**config.mk**
```make
export PLATFORM = sky130hd
export DESIGN_NAME = qrs_sqrt
export DESIGN_NICKNAME = d
export VERILOG_FILES = /design/src/rtl/core/qrs_pkg.sv /design/src/rtl/core/qrs_sqrt.sv
export SDC_FILE = /design/constraint.sdc
export NUM_CORES = 2
export LEC_CHECK = 0
export ABC_AREA = 0
export BUFFER_PORTS_ARGS = -buffer_cell sky130_fd_sc_hd__buf_4
export CORE_ASPECT_RATIO = 2
export CORE_MARGIN = 3
export CORE_UTILIZATION = 40
export CTS_CLUSTER_SIZE = 25
export DETAILED_ROUTE_END_ITERATION = 8
export PLACE_DENSITY = 0.65
export SLEW_MARGIN = 40
export SYNTH_ARGS = -nofsm -noshare
export SYNTH_HDL_FRONTEND = slang
export SYNTH_SLANG_ARGS = --single-unit
```
**constraint.sdc**
```tcl
create_clock -name clk_i -period 10.39 [get_ports clk_i]
set_input_delay 1.5585 -clock clk_i [delete_from_list [all_inputs] [get_ports clk_i]]
set_output_delay 1.5585 -clock clk_i [all_outputs]
set_load 0.01 [all_outputs]
```
**src/rtl/core/qrs_pkg.sv**
```systemverilog
// ----------------------------------------------------------------------------
// qrs_pkg: shared types and constants of the quadratic root solver
// Coefficient width, derived widths, status codes and the pipeline payloads.
// ----------------------------------------------------------------------------
package qrs_pkg;

  localparam int unsigned CoefWidth = 16;
  localparam int unsigned MagWidth  = CoefWidth + 1;       // |coef|, incl. -2^(n-1)
  localparam int unsigned DiscWidth = 2 * CoefWidth + 2;   // magnitude of b^2 + 4|ac|
  localparam int unsigned SqrtWidth = CoefWidth + 1;       // floor root of DiscWidth bits
  localparam int unsigned NumWidth  = CoefWidth + 3;       // -b +/- s, signed
  localparam int unsigned DenWidth  = CoefWidth + 2;       // |2a|
  localparam int unsigned RootWidth = 17;
  localparam int unsigned QuoWidth  = NumWidth;

  typedef enum logic [1:0] {
    StatusNotQuad = 2'd0,
    StatusNoRoot  = 2'd1,
    StatusOneRoot = 2'd2,
    StatusTwoRoot = 2'd3
  } status_e;

  // Item state while the root is extracted.
  typedef struct packed {
    status_e                       status;
    logic signed [CoefWidth-1:0]   coef_a;
    logic signed [CoefWidth-1:0]   coef_b;
    logic [DiscWidth-1:0]          rem;    // disc - r*r so far
    logic [SqrtWidth-1:0]          root;   // partial root
  } sqrt_item_t;

  // Item state while the two quotients are formed.
  typedef struct packed {
    status_e                       status;
    logic                          inexact;
    logic                          neg_one;  // sign of root one
    logic                          neg_two;
    logic [NumWidth-1:0]           num_one;  // adjusted magnitude
    logic [NumWidth-1:0]           num_two;
    logic [DenWidth-1:0]           den;
    logic [NumWidth-1:0]           rem_one;
    logic [NumWidth-1:0]           rem_two;
    logic [QuoWidth-1:0]           quo_one;
    logic [QuoWidth-1:0]           quo_two;
  } div_item_t;

endpackage

```
**src/rtl/core/qrs_sqrt.sv**
```systemverilog
// ----------------------------------------------------------------------------
// qrs_sqrt: pipelined floor square root
// One restoring root bit per stage, most significant first.
// ----------------------------------------------------------------------------
module qrs_sqrt (
  input  logic                  clk_i,
  input  logic                  rst_ni,
  input  logic                  adv_i,
  input  logic                  valid_i,
  input  qrs_pkg::sqrt_item_t   item_i,
  output logic                  valid_o,
  output qrs_pkg::sqrt_item_t   item_o
);

  localparam int unsigned SW = qrs_pkg::SqrtWidth;
  localparam int unsigned DW = qrs_pkg::DiscWidth;

  logic                v_q   [SW];
  qrs_pkg::sqrt_item_t stg_q [SW];

  for (genvar k = 0; k < SW; k++) begin : g_bit
    localparam int unsigned Bit = SW - 1 - k;
    qrs_pkg::sqrt_item_t in_it, out_it;
    logic                in_v;
    logic [DW+1:0]       trial;
    logic [DW+1:0]       rem_ext;

    if (k == 0) begin : g_first
      assign in_it = item_i;
      assign in_v  = valid_i;
    end else begin : g_next
      assign in_it = stg_q[k-1];
      assign in_v  = v_q[k-1];
    end

    // (r + 2^Bit)^2 - r^2 = 2^(Bit+1) r + 2^(2 Bit)
    assign trial   = ((DW+2)'(in_it.root) << (Bit + 1)) + ((DW+2)'(1) << (2 * Bit));
    assign rem_ext = (DW+2)'(in_it.rem);

    always_comb begin
      out_it = in_it;
      if (trial <= rem_ext) begin
        out_it.rem       = DW'(rem_ext - trial);
        out_it.root[Bit] = 1'b1;
      end
    end

    always_ff @(posedge clk_i or negedge rst_ni) begin
      if (!rst_ni) begin
        v_q[k] <= 1'b0;
      end else if (adv_i) begin
        v_q[k] <= in_v;
      end
    end

    always_ff @(posedge clk_i) begin
      if (adv_i) begin
        stg_q[k] <= out_it;
      end
    end
  end

  assign valid_o = v_q[SW-1];
  assign item_o  = stg_q[SW-1];

endmodule

```
==> results.txt <==
status - finished, final reports clean
core area - 169000 um^2
power share of the combinational group - 30.0%
CP Data Required Time - 10890 ps
Final #Nets - 5854
Post-Route Setup TNS - 0 ps
Final period util - 48.7%
Filler cells - 14.9k
clk root buf - clkbuf_16
die area - 176000 um^2
vias in the first global route - 44.0k
hold depth - 0
P&R area growth vs syn - 13.6%
net switching power - 0.00612 W
Min-Delay Endpoint - stg_q[0][665]$_DFFE_PP_
number of I/O port buffers - 174
Hold-fix buffers, CTS - 0
leading cell type in the layout, fill and taps excluded - edfxtp_1
worst min path class - reg2reg
power per cell area - 251 nW/um^2
Initial Util - 40.4%
Worst path max stage delay - 830 ps
setup bufs post-CTS - 0
max-slew violation count - 0
DR top layer - met4
met1 WL - 41600 um
Worst-path clk slew - 70 ps
WL final - 150000 um
Register Area - 43800 um^2
slack of the worst reg-to-reg path - 5330 ps
cts bufs inserted - 148
Top FF cell, synth - edfxtp_1
crit start category - register
gpl congestion - 0.966
per-cell routed wire length - 19.3 um
worst reg2reg startpoint - stg_q[0][938]$_DFFE_PP_
Slowest-stage cell, CP - or4_1
row count - 213
Synthesized Nets - 5555
antenna violations before repair - 2
Sw Ratio - 31.5%
Post-Place Cell Area - 72800 um^2
Period minus WS final - 5060 ps
Avg Cell Area, Syn - 13.4 um^2
crit-path leading delay family - simple AND/OR/NAND/NOR gates
H-tree depth - 4
WL met3 - 4170 um
Worst R2R End - stg_q[0][1053]$_DFFE_PP_
fmax - 198 MHz
worst endpoint data arrival time - 5560 ps
DR vias - 41.0k
GR Overflow Total - 0
post-route design area - 77500 um^2
register bit count reported by yosys - 1462
Clk pwr share - 26.8%
element type at the critical path end - register
Post-DP HPWL - 112000 um
yosys warns - 0
Iteration-0 DRC Markers - 1898
commonest non-fill, non-tap cells in the layout - 1445 x edfxtp_1, 334 x ha_1, 321 x nand2_1, 317 x nor2_1, 314 x a21oi_1
RSZ-0062 raised after global routing - false
Die X - 298 um
# setup viols final - 0
normalized max-slew margin - 40.7%
Cells after Synth - 5114
Pint - 0.0133 W
CP bufs+invs - 1
final hold viol count - 0
clock skew - 33.1 ps
I/O pin cnt - 175
DRC - 0
Synth cell types - 93
DRT Pass-1 Iters - 5
worst hold start - stg_q[0][580]$_DFFE_PP_
share of layout cells above drive strength 1 - 11.0%
WS Path Type - reg2reg
global-route wire length before repair - 231000 um
power share of the sequential group - 43.1%
met2 WL - 90200 um
GRT Overall Usage - 16.8%
final core utilization - 45.9%
number of synthesized flops with an enable pin - 1445
worst skew pair latency - 780 ps
largest net degree at the start of global routing - 164
max cap viols - 0
Reg2Reg Depth - 13
Least-Margin Pin Slew - 883 ps
CTS tree - yes
Max FO, Critical Path - 40
CP cell instances - ha_1 > nand3_1 > nor3_1 > xnor2_1 > ha_1 > nand4_1 > nor2_1 > nand3_1 > or4_1 > o2111ai_1 > a21o_1 > buf_4 > mux2_2
vias per cell - 5.27
total clock sinks - 1462
peak supply drop - 142 uV
multi-input combinational cell area - 23300 um^2
die height - 590 um
post-CTS sizing - 0
async set-or-reset flop fraction in the synthesized netlist - 1.16%
deepest clock path buffer count - 4
Routed Antenna Nets - 0
Seq/Total Area, Yosys - 64.2%
LEAKAGE - 28.4 nW
Mapped Area - 68300 um^2
==> state kept, by name (all words and copies together), names as in the netlist <==
signal      cells
valid_o         1
g_bit.in_v     16
stg_q        1445
==> through the flow <==
step / instances / power, W / setup WS [ps] / hold slack [ps]
final: 7775 / 0.0194 / 5330 / 400
after global routing: 7774 / 0.0205 / 5050 / 407
after CTS: 7769 / 0.0196 / 5220 / 390
after detailed placement: 7516 / 0.0143 / 5260 / 405
after global placement: 7514 / 0.0141 / 5220 / 400
after floorplan: 5114 / 0.0125 / 6420 / 400
==> cell families (layout without fill, tap and decap cells) <==
logic type,after synthesis,in the layout,share of synthesized area [%]
flops,1462,1462,64.2
mux,100,100,1.64
xor+xnor,445,445,5.71
buf+inv,346,748,1.92
other cells,0,2,0
simple gates,1377,1377,10.3
fa+ha+maj,352,352,6.65
compound gates,1032,1032,9.64
==> power groups by stage <==
stage               combinational, W  sequential, W  clock [W]
finish                       0.00584        0.00838    0.00521
global route                 0.00645        0.00847    0.00559
CTS                          0.00582        0.00838    0.00538
detailed placement           0.00580        0.00850          0
global placement             0.00566        0.00847          0
floorplan                    0.00417        0.00831          0
==> final cells by class <==
class                      instances  share of cell area [%]
tap                             2257                    3.64
sequential                      1462                    56.5
inverter                         266                    1.29
clock buffer                     171                    4.98
clock inverter                    82                    1.05
timing repair buffer             229                    2.43
multi-input combinational       3306                    30.1
antenna                            2                 0.00645
==> layer usage <==
metal / GRT usage, % / vias to the layer above
li1: - / 19900
met1: 12.2 / 19600
met2: 36.3 / 934
met3: 2.05 / 571
met4: 13.9 / 0
met5: 0 / -
==> synthesized netlist by cell type (29+ instances only) <==
library cell | n | share of area (%)
a21o_1 | 104 | 1.1
edfxtp_1 | 1445 | 64
nor3_1 | 76 | 0.56
nand4_1 | 61 | 0.56
and3_1 | 53 | 0.49
nor2b_1 | 55 | 0.50
nand3_1 | 148 | 1.1
a211oi_1 | 34 | 0.37
xnor2_1 | 230 | 3.0
o21bai_1 | 34 | 0.37
mux2_2 | 86 | 1.4
or3_1 | 42 | 0.38
xor2_1 | 215 | 2.8
nand2_1 | 322 | 1.8
o21a_1 | 69 | 0.76
clkbuf_1 | 64 | 0.35
a21oi_1 | 315 | 2.3
ha_1 | 334 | 6.1
nand2b_1 | 58 | 0.53
o31ai_1 | 29 | 0.32
and2_1 | 31 | 0.28
nor4_1 | 61 | 0.56
nor2_1 | 318 | 1.7
inv_1 | 266 | 1.5
o21ai_0 | 236 | 1.7
==> how the worst max path moves through the flow <==
stage,slack (ps),depth (start not counted),startpoint,endpoint
finish,5330,13,stg_q[0][938]$_DFFE_PP_,stg_q[0][1053]$_DFFE_PP_
global route,5050,14,stg_q[0][938]$_DFFE_PP_,stg_q[0][1053]$_DFFE_PP_
CTS,5220,14,stg_q[0][938]$_DFFE_PP_,stg_q[0][1053]$_DFFE_PP_
detailed placement,5260,14,stg_q[0][938]$_DFFE_PP_,stg_q[0][1046]$_DFFE_PP_
global placement,5220,10,item_i[15],stg_q[0][35]$_DFFE_PP_
floorplan,6420,16,stg_q[0][1190]$_DFFE_PP_,stg_q[0][1323]$_DFFE_PP_
(Power assumes the default switching activity.)
